===== src/hdl/ttve_pkg.sv =====
`timescale 1ns / 1ps
package ttve_pkg;
	localparam logic [1:0] ST_FIRST  = 2'd0;
	localparam logic [1:0] ST_UPDATE = 2'd1;
	localparam logic [1:0] ST_SMALL  = 2'd2;
	localparam logic [1:0] ST_RANGE  = 2'd3;
	localparam logic REG_ALPHA = 1'b0;
	localparam logic REG_MINDT = 1'b1;
	localparam int DIV_BITS = 74;
	localparam int MUL_BITS = 41;

	// command to the serial divider: signed numerator, unsigned divisor
	typedef struct packed {
		logic        start;
		logic [73:0] num;
		logic [31:0] den;
	} div_cmd_t;

	typedef struct packed {
		logic        done;
		logic [31:0] quo;
	} div_rsp_t;

	// command to the serial blender: a*fresh + (256-a)*old
	typedef struct packed {
		logic        start;
		logic [31:0] fresh;
		logic [31:0] old;
		logic [8:0]  alpha;
	} mix_cmd_t;

	typedef struct packed {
		logic        done;
		logic [31:0] res;
	} mix_rsp_t;
endpackage


===== src/hdl/ttve_div.sv =====
`timescale 1ns / 1ps
// Restoring divider, one quotient bit a cycle: sat32(num / den) toward zero.
module ttve_div
	import ttve_pkg::*;
(
	input  logic     clk,
	input  logic     arst_n,
	input  div_cmd_t cmd,
	output div_rsp_t rsp
);
	logic [6:0]  cnt_q;
	logic        busy_q;
	logic        fin_q;
	logic        done_q;
	logic [31:0] res_q;
	logic        neg_q;
	logic [72:0] quo_q;
	logic [32:0] rem_q;
	logic [31:0] den_q;
	logic [32:0] trial;
	logic [72:0] mag;
	logic        big;
	logic [31:0] sat;

	assign rsp = '{done: done_q, quo: res_q};
	assign trial = {rem_q[31:0], quo_q[72]} - {1'b0, den_q};
	assign mag = cmd.num[73] ? 73'(-cmd.num) : cmd.num[72:0];
	always_comb begin
		big = |quo_q[72:32] || (neg_q ? quo_q[31:0] > 32'h8000_0000 : quo_q[31]);
		if (big)
			sat = neg_q ? 32'h8000_0000 : 32'h7FFF_FFFF;
		else
			sat = neg_q ? -quo_q[31:0] : quo_q[31:0];
	end

	always_ff @(posedge clk or negedge arst_n) begin
		if (!arst_n) begin
			busy_q <= 1'b0;
			cnt_q <= '0;
			fin_q <= 1'b0;
			done_q <= 1'b0;
		end else begin
			done_q <= fin_q;
			fin_q <= 1'b0;
			if (cmd.start) begin
				busy_q <= 1'b1;
				cnt_q <= 7'd73;
			end else if (busy_q) begin
				cnt_q <= cnt_q - 7'd1;
				if (cnt_q == 7'd1) begin
					busy_q <= 1'b0;
					fin_q <= 1'b1;
				end
			end
		end
	end

	always_ff @(posedge clk) begin
		if (cmd.start) begin
			quo_q <= mag;
			rem_q <= '0;
			den_q <= cmd.den;
			neg_q <= cmd.num[73];
		end else if (busy_q) begin
			if (!trial[32]) begin
				rem_q <= trial;
				quo_q <= {quo_q[71:0], 1'b1};
			end else begin
				rem_q <= {rem_q[31:0], quo_q[72]};
				quo_q <= {quo_q[71:0], 1'b0};
			end
		end
		// quotient is final once the last step is done
		if (fin_q)
			res_q <= sat;
	end
endmodule


===== config.mk =====
export PLATFORM = sky130hd
export DESIGN_NAME = ttve_div
export DESIGN_NICKNAME = d
export VERILOG_FILES = /design/src/hdl/ttve_pkg.sv /design/src/hdl/ttve_div.sv
export SDC_FILE = /design/constraint.sdc
export NUM_CORES = 1
export LEC_CHECK = 0
export BUFFER_PORTS_ARGS = -buffer_cell sky130_fd_sc_hd__clkbuf_2
export CORE_ASPECT_RATIO = 0.5
export CORE_MARGIN = 2
export CORE_UTILIZATION = 53
export CTS_CLUSTER_DIAMETER = 150
export DETAILED_ROUTE_END_ITERATION = 10
export PLACE_DENSITY = 0.77
export SLEW_MARGIN = 5
export SYNTH_ARGS = -nofsm -noshare
export SYNTH_HDL_FRONTEND = slang
export SYNTH_SLANG_ARGS = --single-unit
export TNS_END_PERCENT = 5

===== constraint.sdc =====
create_clock -name clk -period 2.87 [get_ports clk]
set_input_delay 0.1435 -clock clk [delete_from_list [all_inputs] [get_ports clk]]
set_output_delay 0.1435 -clock clk [all_outputs]
set_load 0.05 [all_outputs]

==> impl_metrics.tcl <==
set metrics [dict create \
    outcome "completed" \
    seq_area_um2 5030 \
    power_density_nw_per_um2 663 \
    cts_buffers 17 \
    skew_ns 0.00690 \
    fill_cells 1654 \
    nets 1638 \
    grtUsageTotal_pct 27.7 \
    synth.cell_area_um2 11300 \
    ys.warnings.count 0 \
    place_congestion 0.921 \
    hold_depth 3 \
    synthArstFlopShare_pct 5.56 \
    grt_overflow_total 0 \
    netlist_instances 1245 \
    synthFlopType "edfxtp_1" \
    fin_crit_sh_pct 98.7 \
    synthTopCellsByArea "edfxtp_1 (37%), a21oi_1 (6.6%), dfxtp_1 (5.7%)" \
    worstHoldStart "cmd[32]" \
    io_pins 142 \
    yosysTopAreaCell "edfxtp_1" \
    die_w_um 211 \
    holdPathEnd "quo_q[0]" \
    synth-compound-area-share_pct 19.5 \
    yosysSeqAreaShare_pct 44.5 \
    drtAntennaViolNets 0 \
    n_antenna_cell 0 \
    tns_ns 0 \
    synth.distinct_cells 72 \
    fmax_mhz 353 \
    die_y_um 107 \
    drv_slew 0 \
    die_area_um2 22600 \
    clk_latency_ns 0.45 \
    max_cap_violations 0 \
    grt_max_degree 141 \
    cts_tree "yes" \
    cts_root_buf "clkbuf_16" \
    r2r_slack_ns 0.04 \
    wl_per_cell_um 17.4 \
    synth.avg_cell_area_um2 9.09 \
    cts.sinks 180 \
    cp_max_fo 7 \
    final_common_cell "nor2_1" \
    reg2regPathDepth 13 \
    r2r-end "rem_q[7]" \
    final_cell_mix "nor2_1 (160), a21oi_1 (149), clkbuf_2 (140), edfxtp_1 (138), buf_4 (113)" \
    synth_seq_cells 180 \
    core.rowCount 37 \
    hp-class "in2reg" \
    setup_viol 0 \
    hold_viol 0 \
    pre_cts_ws_ns -0.183 \
    antenna_found_initial 0 \
    yosys.area_share.simple_pct 18.8 \
    grt_pass1_vias 10200 \
    cts.clk_slew.worst_paths_ns 0.07 \
    start_kind "flop" \
    fin_crit_ns 2.83 \
    synth_nets 1391 \
    cts_max_level 4 \
    synth_edf_count 138 \
    muxShareOfSynthArea_pct 0.663 \
    slew_headroom_pct 59.2 \
    core-area_um2 20700 \
    yosysTopAreaCellShare_pct 36.6 \
    multi_input_area_um2 5970 \
    io_buffers 141 \
    synth_fa_ha_area_share_pct 4.16 \
    worstSetupPathType "reg2reg" \
    drive_above_1_share_pct 22.7 \
    drtPass1Iterations 7 \
    dp_cells 1712 \
    post_drt_via_cell_ratio 5.94 \
    end_kind "flop" \
    synthToLayoutAreaGrowth_pct 24.8 \
    required_ns 3.22 \
    grt_pass1_wl_um 49700 \
    peakVddDrop_mv 0.437 \
    routed_wl_um 31000 \
    initial_utilization_pct 54.6 \
    tightest_slew_ns 0.611 \
    post-route-util_pct 68.1 \
    synth_top_family_by_area "compound AO/OA/AOI/OAI gates" \
    post-dp-hpwl_um 22400 \
    via_count 10600 \
    drc 0 \
    p_leak_uw 0.00564 \
    first_iter_violations 993 \
    rsz0062_at_grt "true" \
    crit_arrival_ns 3.18 \
    finalNonFillerCells 1778 \
    finalWorstSetupSlack_ns 0.0380 \
    reg2reg_from "quo_q[72]" \
    clock_path_buffers 2 \
    synth_xor_area_share_pct 8.36 \
]
[flip-flops by register name (all words and copies together), names as in the netlist]
signal and flops:
den_q 32, quo_q 73, neg_q 1, res_q 32, done_q 1, busy_q 1
cnt_q 7, fin_q 1, rem_q 32
[how the worst max path moves through the flow]
stage | start | to | cells after the start
floorplan | cmd[41] | quo_q[62] | 7
global placement | cmd[41] | quo_q[62] | 8
detailed placement | cmd[41] | quo_q[62] | 8
CTS | quo_q[0] | res_q[14] | 9
global route | quo_q[72] | rem_q[7] | 13
finish | quo_q[72] | rem_q[7] | 13
[where the power goes]
part | switching (µW) | internal, µW | leakage, µW
combinational | 1980 | 1590 | 0.00363
sequential | 315 | 3230 | 0.00173
clock | 1000 | 1250 | 0.000279
[stage by stage]
step | hold WS, ns | instance area, µm² | power, µW
after CTS | 0.0228 | 14000 | 9230
after floorplan | -0.152 | 11300 | 5690
final | 0.0349 | 14100 | 9360
after global routing | 0.0488 | 14100 | 9900
after detailed placement | 0.0373 | 13100 | 6910
after global placement | 0.0298 | 13100 | 6830
[synth_stat cells, types with 6 or more instances]
cell      instances
and3_1           10
nor4_1           21
o21bai_1          6
dfxtp_1          32
nor2_1          160
edfxtp_1        138
or4_1             9
nand2b_1          7
inv_1            52
nand4_1          15
xor2_1           72
nand3_1          18
or3_1            16
xnor2_1          36
o21a_1           14
o31ai_1          23
a31oi_1           6
or2_2            10
dfrtp_1          10
o21ai_0          64
a32oi_1           8
a311oi_1         21
o41ai_1          10
a211oi_1          6
nand2_1         110
ha_1             36
a211o_1           6
a21oi_1         149
clkbuf_1         59
nor3_1           31
[repair_timing]
item	CTS	global route
hold endpoints to repair	42	0
endpoints found under the setup margin	26	45
hold buffers	33	0
gates resized for setup	1	32
setup buffers	1	0
pin swaps	1	3
[final cells by class]
| type | count | area share (%) |
|---|---|---|
| multi-input combinational | 945 | 42.3 |
| sequential | 180 | 35.6 |
| timing repair buffer | 294 | 14.2 |
| clock buffer | 25 | 3.66 |
| tap | 273 | 2.42 |
| inverter | 54 | 1.44 |
| clock inverter | 7 | 0.328 |
[cell families after synthesis]
logic type | Yosys count
flip-flops | 180
multiplexers | 7
AO/OA/AOI/OAI | 354
buffers and inverters | 120
adder cells (fa/ha/maj) | 37
AND/OR/NAND/NOR | 439
XOR/XNOR | 108
[metal layers]
| metal | track usage, % | vias up | share of wire (%) |
|---|---|---|---|
| li1 | - | 5091 | - |
| met1 | 35.8 | 5002 | 43 |
| met2 | 47.1 | 398 | 49 |
| met3 | 5.02 | 78 | 5.2 |
| met4 | 10.2 | 0 | 2.6 |
| met5 | 0 | - | 0 |
[critical path, cell delays in order, from the launching register on]
cell and delay, ns:
edfxtp_1 0.40, inv_1 0.08, ha_2 0.19, fa_2 0.20, nor2b_1 0.06, o31a_1 0.26
o211ai_1 0.23, a21oi_1 0.09, a311oi_1 0.23, buf_4 0.20, xor2_4 0.26, buf_4 0.21
nand2_1 0.06, a311oi_1 0.27
Power figures use the tool's default switching activity.
