==> config.mk <==
export PLATFORM = sky130hd
export DESIGN_NAME = ttve_mix
export DESIGN_NICKNAME = d
export VERILOG_FILES = /design/src/hdl/ttve_pkg.sv /design/src/hdl/ttve_mix.sv
export SDC_FILE = /design/constraint.sdc
export NUM_CORES = 1
export LEC_CHECK = 0
export ABC_CLOCK_PERIOD_IN_PS = 9900
export BUFFER_PORTS_ARGS = -buffer_cell sky130_fd_sc_hd__buf_2
export CAP_MARGIN = 40
export CORE_ASPECT_RATIO = 0.5
export CORE_UTILIZATION = 66
export CTS_CLUSTER_DIAMETER = 60
export DETAILED_ROUTE_END_ITERATION = 7
export GPL_ROUTABILITY_DRIVEN = 1
export PLACE_DENSITY = 0.95
export REMOVE_ABC_BUFFERS = 1
export SKIP_CTS_REPAIR_TIMING = 1
export SLEW_MARGIN = 10
export SYNTH_ARGS = -nofsm -noshare
export SYNTH_HDL_FRONTEND = slang
export SYNTH_SLANG_ARGS = --single-unit
==> constraint.sdc <==
create_clock -name clk -period 9.9 [get_ports clk]
set_clock_uncertainty 0.05 [all_clocks]
set_input_delay 1.98 -clock clk [delete_from_list [all_inputs] [get_ports clk]]
set_output_delay 1.98 -clock clk [all_outputs]
set_load 0.01 [all_outputs]
==> src/hdl/ttve_pkg.sv <==
`timescale 1ns / 1ps
package ttve_pkg;
	localparam logic [1:0] ST_FIRST  = 2'd0;
	localparam logic [1:0] ST_UPDATE = 2'd1;
	localparam logic [1:0] ST_SMALL  = 2'd2;
	localparam logic [1:0] ST_RANGE  = 2'd3;
	localparam logic REG_ALPHA = 1'b0;
	localparam logic REG_MINDT = 1'b1;
	localparam int DIV_BITS = 74;
	localparam int MUL_BITS = 41;

	// command to the serial divider: signed numerator, unsigned divisor
	typedef struct packed {
		logic        start;
		logic [73:0] num;
		logic [31:0] den;
	} div_cmd_t;

	typedef struct packed {
		logic        done;
		logic [31:0] quo;
	} div_rsp_t;

	// command to the serial blender: a*fresh + (256-a)*old
	typedef struct packed {
		logic        start;
		logic [31:0] fresh;
		logic [31:0] old;
		logic [8:0]  alpha;
	} mix_cmd_t;

	typedef struct packed {
		logic        done;
		logic [31:0] res;
	} mix_rsp_t;
endpackage

==> src/hdl/ttve_mix.sv <==
`timescale 1ns / 1ps
// Shift-add blender: one alpha bit a cycle, then floor divide by 256.
module ttve_mix
	import ttve_pkg::*;
(
	input  logic     clk,
	input  logic     arst_n,
	input  mix_cmd_t cmd,
	output mix_rsp_t rsp
);
	logic [3:0]  cnt_q;
	logic        busy_q;
	logic        done_q;
	logic [31:0] res_q;
	logic [8:0]  a_q;
	logic [8:0]  b_q;
	logic [40:0] fr_q;
	logic [40:0] ol_q;
	logic [40:0] acc_q;
	logic [40:0] nxt;

	assign rsp = '{done: done_q, res: res_q};

	always_comb begin
		nxt = acc_q;
		if (a_q[0]) nxt = nxt + fr_q;
		if (b_q[0]) nxt = nxt + ol_q;
	end

	always_ff @(posedge clk or negedge arst_n) begin
		if (!arst_n) begin
			busy_q <= 1'b0;
			cnt_q <= '0;
			done_q <= 1'b0;
		end else begin
			done_q <= 1'b0;
			if (cmd.start) begin
				busy_q <= 1'b1;
				cnt_q <= 4'd9;
			end else if (busy_q) begin
				cnt_q <= cnt_q - 4'd1;
				if (cnt_q == 4'd1) begin
					busy_q <= 1'b0;
					done_q <= 1'b1;
				end
			end
		end
	end

	always_ff @(posedge clk) begin
		if (cmd.start) begin
			a_q <= cmd.alpha;
			b_q <= 9'd256 - cmd.alpha;
			fr_q <= {{9{cmd.fresh[31]}}, cmd.fresh};
			ol_q <= {{9{cmd.old[31]}}, cmd.old};
			acc_q <= '0;
		end else if (busy_q) begin
			acc_q <= nxt;
			a_q <= a_q >> 1;
			b_q <= b_q >> 1;
			fr_q <= fr_q << 1;
			ol_q <= ol_q << 1;
		end
		// arithmetic shift gives the floor
		if (busy_q && cnt_q == 4'd1)
			res_q <= nxt[39:8];
		else if (cmd.start)
			res_q <= '0;
	end
endmodule

==> results of run 1 <==
==> power groups by stage <==
stage                     combinational (W)  clock [W]  sequential [W]
final                               0.00311   0.000702         0.00119
after global routing                0.00337   0.000729         0.00121
after CTS                           0.00303   0.000701         0.00119
after detailed placement            0.00298          0         0.00120
after global placement              0.00289          0         0.00119
after floorplan                     0.00223          0         0.00121
==> placed cells by master (no fill, tap or decap), drive strengths merged, types with 43 or more instances in the layout <==
cell type,count
o21ai,82
inv,58
ha,87
edfxtp,130
nand2,88
xnor2,43
a21oi,87
nor2,115
mux2,100
buf,119
==> path summary, 6_finish.rpt <==
kind	slack [ns]	endpoint	from
hold reg to reg	0.46	acc_q[14]	acc_q[14]
max in group asynchronous	8.33	busy_q	arst_n
setup / recovery	4.26	res_q[31]	fr_q[0]
setup reg to reg	4.26	res_q[31]	fr_q[0]
min in group asynchronous	1.30	cnt_q[0]	arst_n
hold / removal	0.46	acc_q[14]	acc_q[14]
==> worst register-to-register path: stages, from the launching register on <==
cell and delay [ns]:
edfxtp_1 0.40, ha_1 0.24, inv_1 0.08, fa_1 0.22, nor2b_1 0.07, o21a_1 0.21
o211a_1 0.25, o211ai_1 0.41, a21oi_1 0.18, o31a_1 0.40, a311oi_2 0.29, xnor2_1 0.12
mux2_2 0.30, ha_1 0.32, a21o_1 0.18, a21o_1 0.17, a21oi_1 0.14, o21a_1 0.17
o221ai_2 0.13, o41ai_2 0.32, mux2i_2 0.31, xor2_2 0.21, xnor2_1 0.14, nor2_1 0.06
==> cell type report <==
| cell class | count | share of cell area |
|---|---|---|
| Multi-Input combinational cell | 980 | 0.517 |
| Clock buffer | 18 | 0.0318 |
| Inverter | 55 | 0.0149 |
| Tap cell | 259 | 0.0235 |
| Clock inverter | 14 | 0.0112 |
| Timing Repair Buffer | 119 | 0.0496 |
| Sequential cell | 176 | 0.352 |
==> routing by layer <==
metal / vias up / GRT usage
li1: 4919 / -
met1: 4971 / 0.436
met2: 467 / 0.599
met3: 124 / 0.0654
met4: 0 / 0.152
met5: - / 0
==> kinds of logic after synthesis <==
| logic type | count (synthesis) | share of synthesized area |
|---|---|---|
| AND/OR/NAND/NOR | 334 | 0.128 |
| multiplexers | 115 | 0.102 |
| AO/OA/AOI/OAI | 370 | 0.199 |
| adder cells (fa/ha/maj) | 89 | 0.0901 |
| buffers and inverters | 132 | 0.0419 |
| XOR/XNOR | 72 | 0.0510 |
| flip-flops | 176 | 0.388 |
==> stage by stage <==
step	setup slack, ns	hold WS, ns	area, um2	instances
after floorplan	4.98	0.401	12200	1211
after global placement	4.58	0.427	13100	1586
after detailed placement	4.38	0.451	13200	1588
after CTS	4.32	0.461	13800	1620
after global routing	3.91	0.488	13800	1621
final	4.26	0.464	13800	1621
==> flip-flops by register name, indices dropped and copies added, names as in the netlist <==
name	flops
acc_q	40
done_q	1
a_q	9
fr_q	40
res_q	32
b_q	9
cnt_q	4
ol_q	40
busy_q	1
==> impl_metrics.json, run 1 <==
{
  "status": "finished clean",
  "num_rows": 35,
  "synth.most_common_cell": "edfxtp_1",
  "drt-total-wl_um": 33500,
  "drtPass1Iterations": 5,
  "path_buf_inv": 1,
  "multiInputGateArea_um2": 7150,
  "htreeDepth": 4,
  "drt_iter0_drc": 775,
  "setup_viol": 0,
  "critPathLaunchType": "flip-flop",
  "drv_slew": 0,
  "fin_crit_ns": 5.64,
  "drc_errors": 0,
  "synth_cell_types": 84,
  "max-vdd-ir-drop_mv": 0.213,
  "powerDensity_nw_per_um2": 362,
  "synthTopCellsByArea": "edfxtp_1 (31%), mux2_2 (8.9%), ha_1 (8.7%)",
  "p_switching_w": 0.00232,
  "maxCapViolCount": 0,
  "place_congestion": 0.964,
  "max_slew_margin": 0.245,
  "synthFlopType": "edfxtp_1",
  "port_buffers": 108,
  "fin_tns_setup_ns": 0,
  "wl_met3_um": 2180,
  "final_layout_size_suffix_gt1_frac": 0.200,
  "ant_nets": 0,
  "yosysWarnings": 0,
  "chipWidth_um": 197,
  "wl_met1_um": 14000,
  "area_delta_synth_final_pct": 10.3,
  "design.die.area_um2": 19600,
  "highest_layer": "met4",
  "start_util": 0.678,
  "async_flop_share": 0.0341,
  "path_clk_slew_ns": 0.08,
  "cts_sinks": 176,
  "switching_share": 0.465,
  "sequentialPowerShare": 0.238,
  "grt_max_degree": 89,
  "max_freq_mhz": 177,
  "netlist_area_um2": 12500,
  "critPathSlowestCell": "o211ai_1",
  "yosys.area.top_type": "edfxtp_1",
  "intPower_w": 0.00268,
  "min_period_over_period": 0.570,
  "crit_chain": "ha_1 -> inv_1 -> fa_1 -> nor2b_1 -> o21a_1 -> o211a_1 -> o211ai_1 -> a21oi_1 -> o31a_1 -> a311oi_2 -> xnor2_1 -> mux2_2 -> ha_1 -> a21o_1 -> a21o_1 -> a21oi_1 -> o21a_1 -> o221ai_2 -> o41ai_2 -> mux2i_2 -> xor2_2 -> xnor2_1 -> nor2_1",
  "p_comb_frac": 0.621,
  "clock_path_buffers": 2,
  "fillCellCount": 1352,
  "cp_max_fo": 4,
  "grt_pass1_wl_um": 53100,
  "endpoint_kind": "flip-flop",
  "final_core_util": 0.747,
  "synth_common_cells": "edfxtp_1 (130), nor2_1 (115), mux2_2 (99)",
  "wl_met2_um": 16000,
  "rsz0062_at_grt": "false",
  "cts_buffers": 17,
  "min-delay-path-class": "reg2reg",
  "slowest_delay_ns": 0.41,
  "finalHoldViolCount": 0,
  "p_leak_nw": 5.92,
  "syn-instance-count": 1288,
  "cts_root_buffer": "clkbuf_16",
  "cp.arrival_ns": 5.77,
  "hold_depth": 2,
  "power_frac_clock": 0.140,
  "synth_edf_count": 130,
  "via_per_inst": 6.47,
  "ys_seq_area_frac": 0.388,
  "dp_hpwl_um": 24200,
  "rr_worst_depth": 23,
  "io_pins": 109,
  "synth_seq_cells": 176,
  "diodes": 0,
  "wire_per_inst_um": 20.6,
  "vias": 10500,
  "yosysTopAreaCellShare": 0.312,
  "path_depth": 23,
  "fp.dieH_um": 99.4,
  "grt_overflow": 0,
  "cp.required_ns": 10.03,
  "cp_top_family": "compound AO/OA/AOI/OAI gates",
  "grt_pass1_vias": 10400,
  "worstMarginPinSlew_ns": 1.12,
  "antenna_found_initial": 0,
  "core_region_area_um2": 18500,
  "cts_tree": "built",
  "finalPower_w": 0.00500,
  "insertion_delay_ns": 0.44,
  "grt_use_total": 0.349,
  "regArea_um2": 4860,
  "avgSynthCellArea_um2": 9.72,
  "crit_type": "reg2reg",
  "nets": 1514
}
Power figures use the tool's default switching activity.
==> run 2: changes to the inputs <==
--- a/config.mk
+++ b/config.mk
@@ -5,15 +5,15 @@
 export SDC_FILE = /design/constraint.sdc
 export NUM_CORES = 1
 export LEC_CHECK = 0
-export ABC_CLOCK_PERIOD_IN_PS = 9900
+export ABC_CLOCK_PERIOD_IN_PS = 4600
 export BUFFER_PORTS_ARGS = -buffer_cell sky130_fd_sc_hd__buf_2
 export CAP_MARGIN = 40
 export CORE_ASPECT_RATIO = 0.5
-export CORE_UTILIZATION = 66
+export CORE_UTILIZATION = 55
 export CTS_CLUSTER_DIAMETER = 60
 export DETAILED_ROUTE_END_ITERATION = 7
 export GPL_ROUTABILITY_DRIVEN = 1
-export PLACE_DENSITY = 0.95
+export PLACE_DENSITY = 0.86
 export REMOVE_ABC_BUFFERS = 1
 export SKIP_CTS_REPAIR_TIMING = 1
 export SLEW_MARGIN = 10
==> constraint.sdc (replaced) <==
create_clock -name clk -period 4.6 [get_ports clk]
set_clock_uncertainty 0.05 [all_clocks]
set_input_delay 0.92 -clock clk [delete_from_list [all_inputs] [get_ports clk]]
set_output_delay 0.92 -clock clk [all_outputs]
set_load 0.01 [all_outputs]
==> impl_metrics.json, run 2 (synthesized netlist as in run 1, its figures left out) <==
{
  "final_layout_size_suffix_gt1_frac": 0.418,
  "cp_max_fo": 4,
  "finalHoldViolCount": 0,
  "nets": 1789,
  "place_congestion": 0.927,
  "critPathLaunchType": "flip-flop",
  "mostFrequentLayoutCells": "buf_4 (273), edfxtp_1 (130), buf_2 (108), nor2_1 (107), mux2_2 (91)",
  "clock_path_buffers": 2,
  "max_slew_margin": 0.376,
  "port_buffers": 108,
  "layout_commonest_cell": "buf_4",
  "p_leak_nw": 7.43,
  "fin_crit_ns": 5.28,
  "setup_slack_ns": -0.675,
  "insertion_delay_ns": 0.47,
  "area_delta_synth_final_pct": 34.8,
  "path_clk_slew_ns": 0.07,
  "design.die.area_um2": 23400,
  "cp.arrival_ns": 5.44,
  "max-vdd-ir-drop_mv": 0.437,
  "worstMarginPinSlew_ns": 0.937,
  "r2r_start": "fr_q[0]",
  "grt_pass1_vias": 11200,
  "vias": 11500,
  "fin_tns_setup_ns": -9.92,
  "ant_nets": 0,
  "cp.required_ns": 4.77,
  "maxCapViolCount": 0,
  "setup_viol": 38,
  "wire_per_inst_um": 19.4,
  "diodes": 0,
  "rr_endpoint": "res_q[31]",
  "drt-total-wl_um": 37600,
  "drc_errors": 0,
  "num_rows": 38,
  "grt_use_total": 0.303,
  "fp.dieH_um": 109,
  "min-delay-path-class": "in2async",
  "rsz0062_at_grt": "true",
  "rr_worst_depth": 25,
  "fillCellCount": 1484,
  "crit_type": "reg2reg",
  "powerDensity_nw_per_um2": 848,
  "max_freq_mhz": 190,
  "drt_iter0_drc": 875,
  "cts_buffers": 17,
  "grt_max_degree": 82,
  "htreeDepth": 4,
  "failed_checks": "setup timing",
  "dp_hpwl_um": 26700,
  "cts_root_buffer": "clkbuf_16",
  "cts_tree": "built",
  "final_core_util": 0.767,
  "largestRegisters": "acc_q: 40 flops, fr_q: 40 flops, ol_q: 40 flops",
  "chipWidth_um": 215,
  "drv_slew": 0,
  "core_region_area_um2": 22000,
  "cts_sinks": 176,
  "antenna_found_initial": 0,
  "grt_pass1_wl_um": 55600,
  "endpoint_kind": "flip-flop",
  "via_per_inst": 5.95,
  "status": "finished, violations left",
  "drtPass1Iterations": 5,
  "grt_overflow": 0,
  "min_period_over_period": 1.15,
  "r2r_slack_ns": -0.68,
  "start_util": 0.569,
  "io_pins": 109
}
run 2: how the worst max path moves through the flow:
stage,startpoint,to,slack (ns),cells past startpoint
global route,fr_q[0],res_q[31],-0.93,24
floorplan,fr_q[18],res_q[31],-0.32,20
CTS,fr_q[0],res_q[31],-0.73,24
detailed placement,fr_q[0],res_q[31],-0.72,24
global placement,fr_q[0],res_q[31],-0.56,24
finish,fr_q[0],res_q[31],-0.68,25
run 2: layer usage:
metal  part of all wire  up-vias  wire, um  track usage
met1               0.43     5624     16300        0.379
li1                   -     5478         -            -
met2               0.49      338     18500        0.529
met4              0.032        0      1190        0.127
met5                  0        -         0            0
met3              0.044       94      1670       0.0483
run 2: report_power, final:
| group | switching (W) | leakage [nW] | internal, W | total, W |
|---|---|---|---|---|
| Combinational | 0.00522 | 5.39 | 0.00508 | 0.0103 |
| Clock | 0.000710 | 0.263 | 0.000707 | 0.00142 |
| Sequential | 0.000330 | 1.78 | 0.00225 | 0.00258 |
| Total | 0.00627 | 7.43 | 0.00804 | 0.0143 |
run 2: metrics by stage:
stage / instances / worst slack [ns] / hold WS, ns / cell area (um2) / total power, W
final: 1937 / -0.675 / 0.218 / 16900 / 0.0143
after floorplan: 1211 / -0.320 / 0.401 / 12200 / 0.00739
after detailed placement: 1881 / -0.718 / 0.457 / 15100 / 0.0110
after CTS: 1913 / -0.733 / 0.207 / 15700 / 0.0125
after global placement: 1877 / -0.559 / 0.446 / 15100 / 0.0107
after global routing: 1937 / -0.930 / 0.218 / 16900 / 0.0152
run 2: layout make-up:
cell class	count	area, um2	share of cell area
multi-input combinational	980	8120	0.481
clock buffer	17	425	0.0252
sequential	176	4860	0.288
clock inverter	15	128	0.00756
tap	300	375	0.0222
inverter	55	206	0.0122
timing repair buffer	394	2760	0.164
run 2: critical path, stage by stage (launching register included):
cell	delay [ns]
edfxtp_1	0.35
ha_2	0.19
inv_2	0.04
fa_2	0.36
nor2b_1	0.12
o21a_1	0.21
o211a_1	0.25
o211ai_1	0.10
buf_4	0.17
buf_4	0.14
a21oi_4	0.17
buf_6	0.13
o211ai_1	0.11
o211ai_1	0.33
ha_1	0.34
buf_4	0.16
nand2_1	0.06
o21ai_1	0.08
a21oi_1	0.18
o21a_1	0.22
o221ai_4	0.16
o41ai_4	0.40
mux2i_2	0.30
xor2_2	0.22
xnor2_1	0.14
nor2_1	0.05
==> run 3: changes to the inputs <==
--- a/config.mk
+++ b/config.mk
@@ -9,6 +9,7 @@
 export BUFFER_PORTS_ARGS = -buffer_cell sky130_fd_sc_hd__buf_2
 export CAP_MARGIN = 40
 export CORE_ASPECT_RATIO = 0.5
+export CORE_MARGIN = 2
 export CORE_UTILIZATION = 55
 export CTS_CLUSTER_DIAMETER = 60
 export DETAILED_ROUTE_END_ITERATION = 7
==> impl_metrics.json, run 3 (synthesized netlist as in run 1, its figures left out) <==
{
  "min_period_over_period": 1.15,
  "path_clk_slew_ns": 0.07,
  "diodes": 0,
  "finalHoldViolCount": 0,
  "slowest_delay_ns": 0.39,
  "cts_buffers": 17,
  "place_ws_ns": -0.725,
  "max_freq_mhz": 190,
  "power_frac_clock": 0.109,
  "fp.dieH_um": 111,
  "path_buf_inv": 2,
  "mostFrequentLayoutCells": "buf_4 (267), edfxtp_1 (130), nor2_1 (109), buf_2 (108), mux2_2 (94)",
  "endpoint_kind": "flip-flop",
  "powerDensity_nw_per_um2": 836,
  "dp_hpwl_um": 26600,
  "cp_max_fo": 4,
  "grt_pass1_wl_um": 55600,
  "hold_slack_ns": 0.215,
  "p_leak_nw": 7.33,
  "largestRegisters": "acc_q: 40 flops, fr_q: 40 flops, ol_q: 40 flops",
  "grt_pass1_vias": 11100,
  "num_rows": 38,
  "wire_per_inst_um": 19.0,
  "setup_slack_ns": -0.667,
  "core_region_area_um2": 22000,
  "ant_nets": 0,
  "rr_worst_depth": 24,
  "cts_sinks": 176,
  "grt_use_total": 0.291,
  "path_depth": 24,
  "rsz0062_at_grt": "true",
  "max-vdd-ir-drop_mv": 0.425,
  "failed_checks": "setup timing",
  "nets": 1778,
  "status": "finished, violations left",
  "antenna_found_initial": 0,
  "fin_crit_ns": 5.27,
  "setup_viol": 35,
  "cts_root_buffer": "clkbuf_16",
  "p_comb_frac": 0.706,
  "worstMarginPinSlew_ns": 0.894,
  "critPathLaunchType": "flip-flop",
  "drt-total-wl_um": 36600,
  "crit_type": "reg2reg",
  "cp.required_ns": 4.75,
  "crit_chain": "ha_2 -> inv_2 -> fa_2 -> nor2b_1 -> o21a_1 -> o211a_1 -> o211ai_1 -> buf_4 -> a21oi_2 -> o31a_1 -> a311oi_2 -> xnor2_1 -> mux2_4 -> ha_4 -> a21o_1 -> a21o_1 -> a21oi_2 -> o21a_1 -> o221ai_4 -> o41ai_4 -> mux2i_2 -> xor2_2 -> xnor2_1 -> nor2_1",
  "htreeDepth": 4,
  "io_pins": 109,
  "cp.arrival_ns": 5.42,
  "max_slew_margin": 0.404,
  "clock_path_buffers": 2,
  "area_delta_synth_final_pct": 32.1,
  "drt_iter0_drc": 832,
  "grt_overflow": 0,
  "final_layout_size_suffix_gt1_frac": 0.394,
  "drv_slew": 0,
  "sequentialPowerShare": 0.185,
  "min-delay-path-class": "in2async",
  "maxCapViolCount": 0,
  "drc_errors": 0,
  "switching_share": 0.432,
  "critPathSlowestCell": "edfxtp_1",
  "design.die.area_um2": 24100,
  "layout_commonest_cell": "buf_4",
  "chipWidth_um": 217,
  "cts_tree": "built",
  "cp_top_family": "compound AO/OA/AOI/OAI gates",
  "drtPass1Iterations": 6,
  "start_util": 0.569,
  "via_per_inst": 5.92,
  "intPower_w": 0.00786,
  "grt_max_degree": 82,
  "vias": 11400,
  "place_congestion": 0.947,
  "p_switching_w": 0.00597,
  "fin_tns_setup_ns": -12.31,
  "insertion_delay_ns": 0.46,
  "port_buffers": 108
}
run 3: worst paths after layout:
kind | startpoint | to | slack, ns
setup / recovery | fr_q[0] | res_q[31] | -0.67
hold / removal | arst_n | cnt_q[0] | 0.22
setup reg to reg | fr_q[0] | res_q[31] | -0.67
hold reg to reg | acc_q[23] | acc_q[23] | 0.47
max in group asynchronous | arst_n | busy_q | 4.13
min in group clk | acc_q[23] | acc_q[23] | 0.47
run 3: area by class of cell:
class,instances,area [um2]
timing repair buffer,383,2680
fill,1567,5470
tap,300,375
clock buffer,18,429
inverter,55,206
sequential,176,4860
clock inverter,14,154
multi-input combinational,980,7840
run 3: layer usage:
| layer | up-vias | part of all wire | wire [um] | track usage |
|---|---|---|---|---|
| met5 | - | 0 | 0 | 0 |
| met2 | 345 | 0.50 | 18200 | 0.504 |
| met4 | 0 | 0.030 | 1080 | 0.0977 |
| met3 | 89 | 0.050 | 1830 | 0.0620 |
| li1 | 5448 | - | - | - |
| met1 | 5511 | 0.42 | 15500 | 0.362 |
run 3: stage by stage:
| stage | area, um2 | std cells | total power, W | utilization |
|---|---|---|---|---|
| floorplan | 12200 | 1211 | 0.00739 | - |
| global placement | 15000 | 1866 | 0.0107 | 0.682 |
| detailed placement | 15100 | 1869 | 0.0109 | 0.684 |
| CTS | 15600 | 1901 | 0.0125 | 0.711 |
| global route | 16500 | 1926 | 0.0147 | 0.752 |
| finish | 16500 | 1926 | 0.0138 | 0.752 |
run 3: power by group through the flow:
| stage | Sequential, W | Clock [W] | Combinational (W) |
|---|---|---|---|
| 5_1_grt | 0.00260 | 0.00158 | 0.0105 |
| 6_report | 0.00256 | 0.00151 | 0.00976 |
| 4_1_cts | 0.00254 | 0.00151 | 0.00841 |
| 2_1_floorplan | 0.00259 | 0 | 0.00480 |
| 3_3_place_gp | 0.00255 | 0 | 0.00812 |
| 3_5_place_dp | 0.00257 | 0 | 0.00833 |
run 3: worst register-to-register path, cell delays in order, from the launching register on:
cell	delay, ns
edfxtp_1	0.39
ha_2	0.20
inv_2	0.06
fa_2	0.20
nor2b_1	0.05
o21a_1	0.21
o211a_1	0.29
o211ai_1	0.21
buf_4	0.17
a21oi_2	0.06
o31a_1	0.30
a311oi_2	0.31
xnor2_1	0.13
mux2_4	0.29
ha_4	0.21
a21o_1	0.15
a21o_1	0.16
a21oi_2	0.12
o21a_1	0.19
o221ai_4	0.16
o41ai_4	0.33
mux2i_2	0.30
xor2_2	0.23
xnor2_1	0.16
nor2_1	0.07
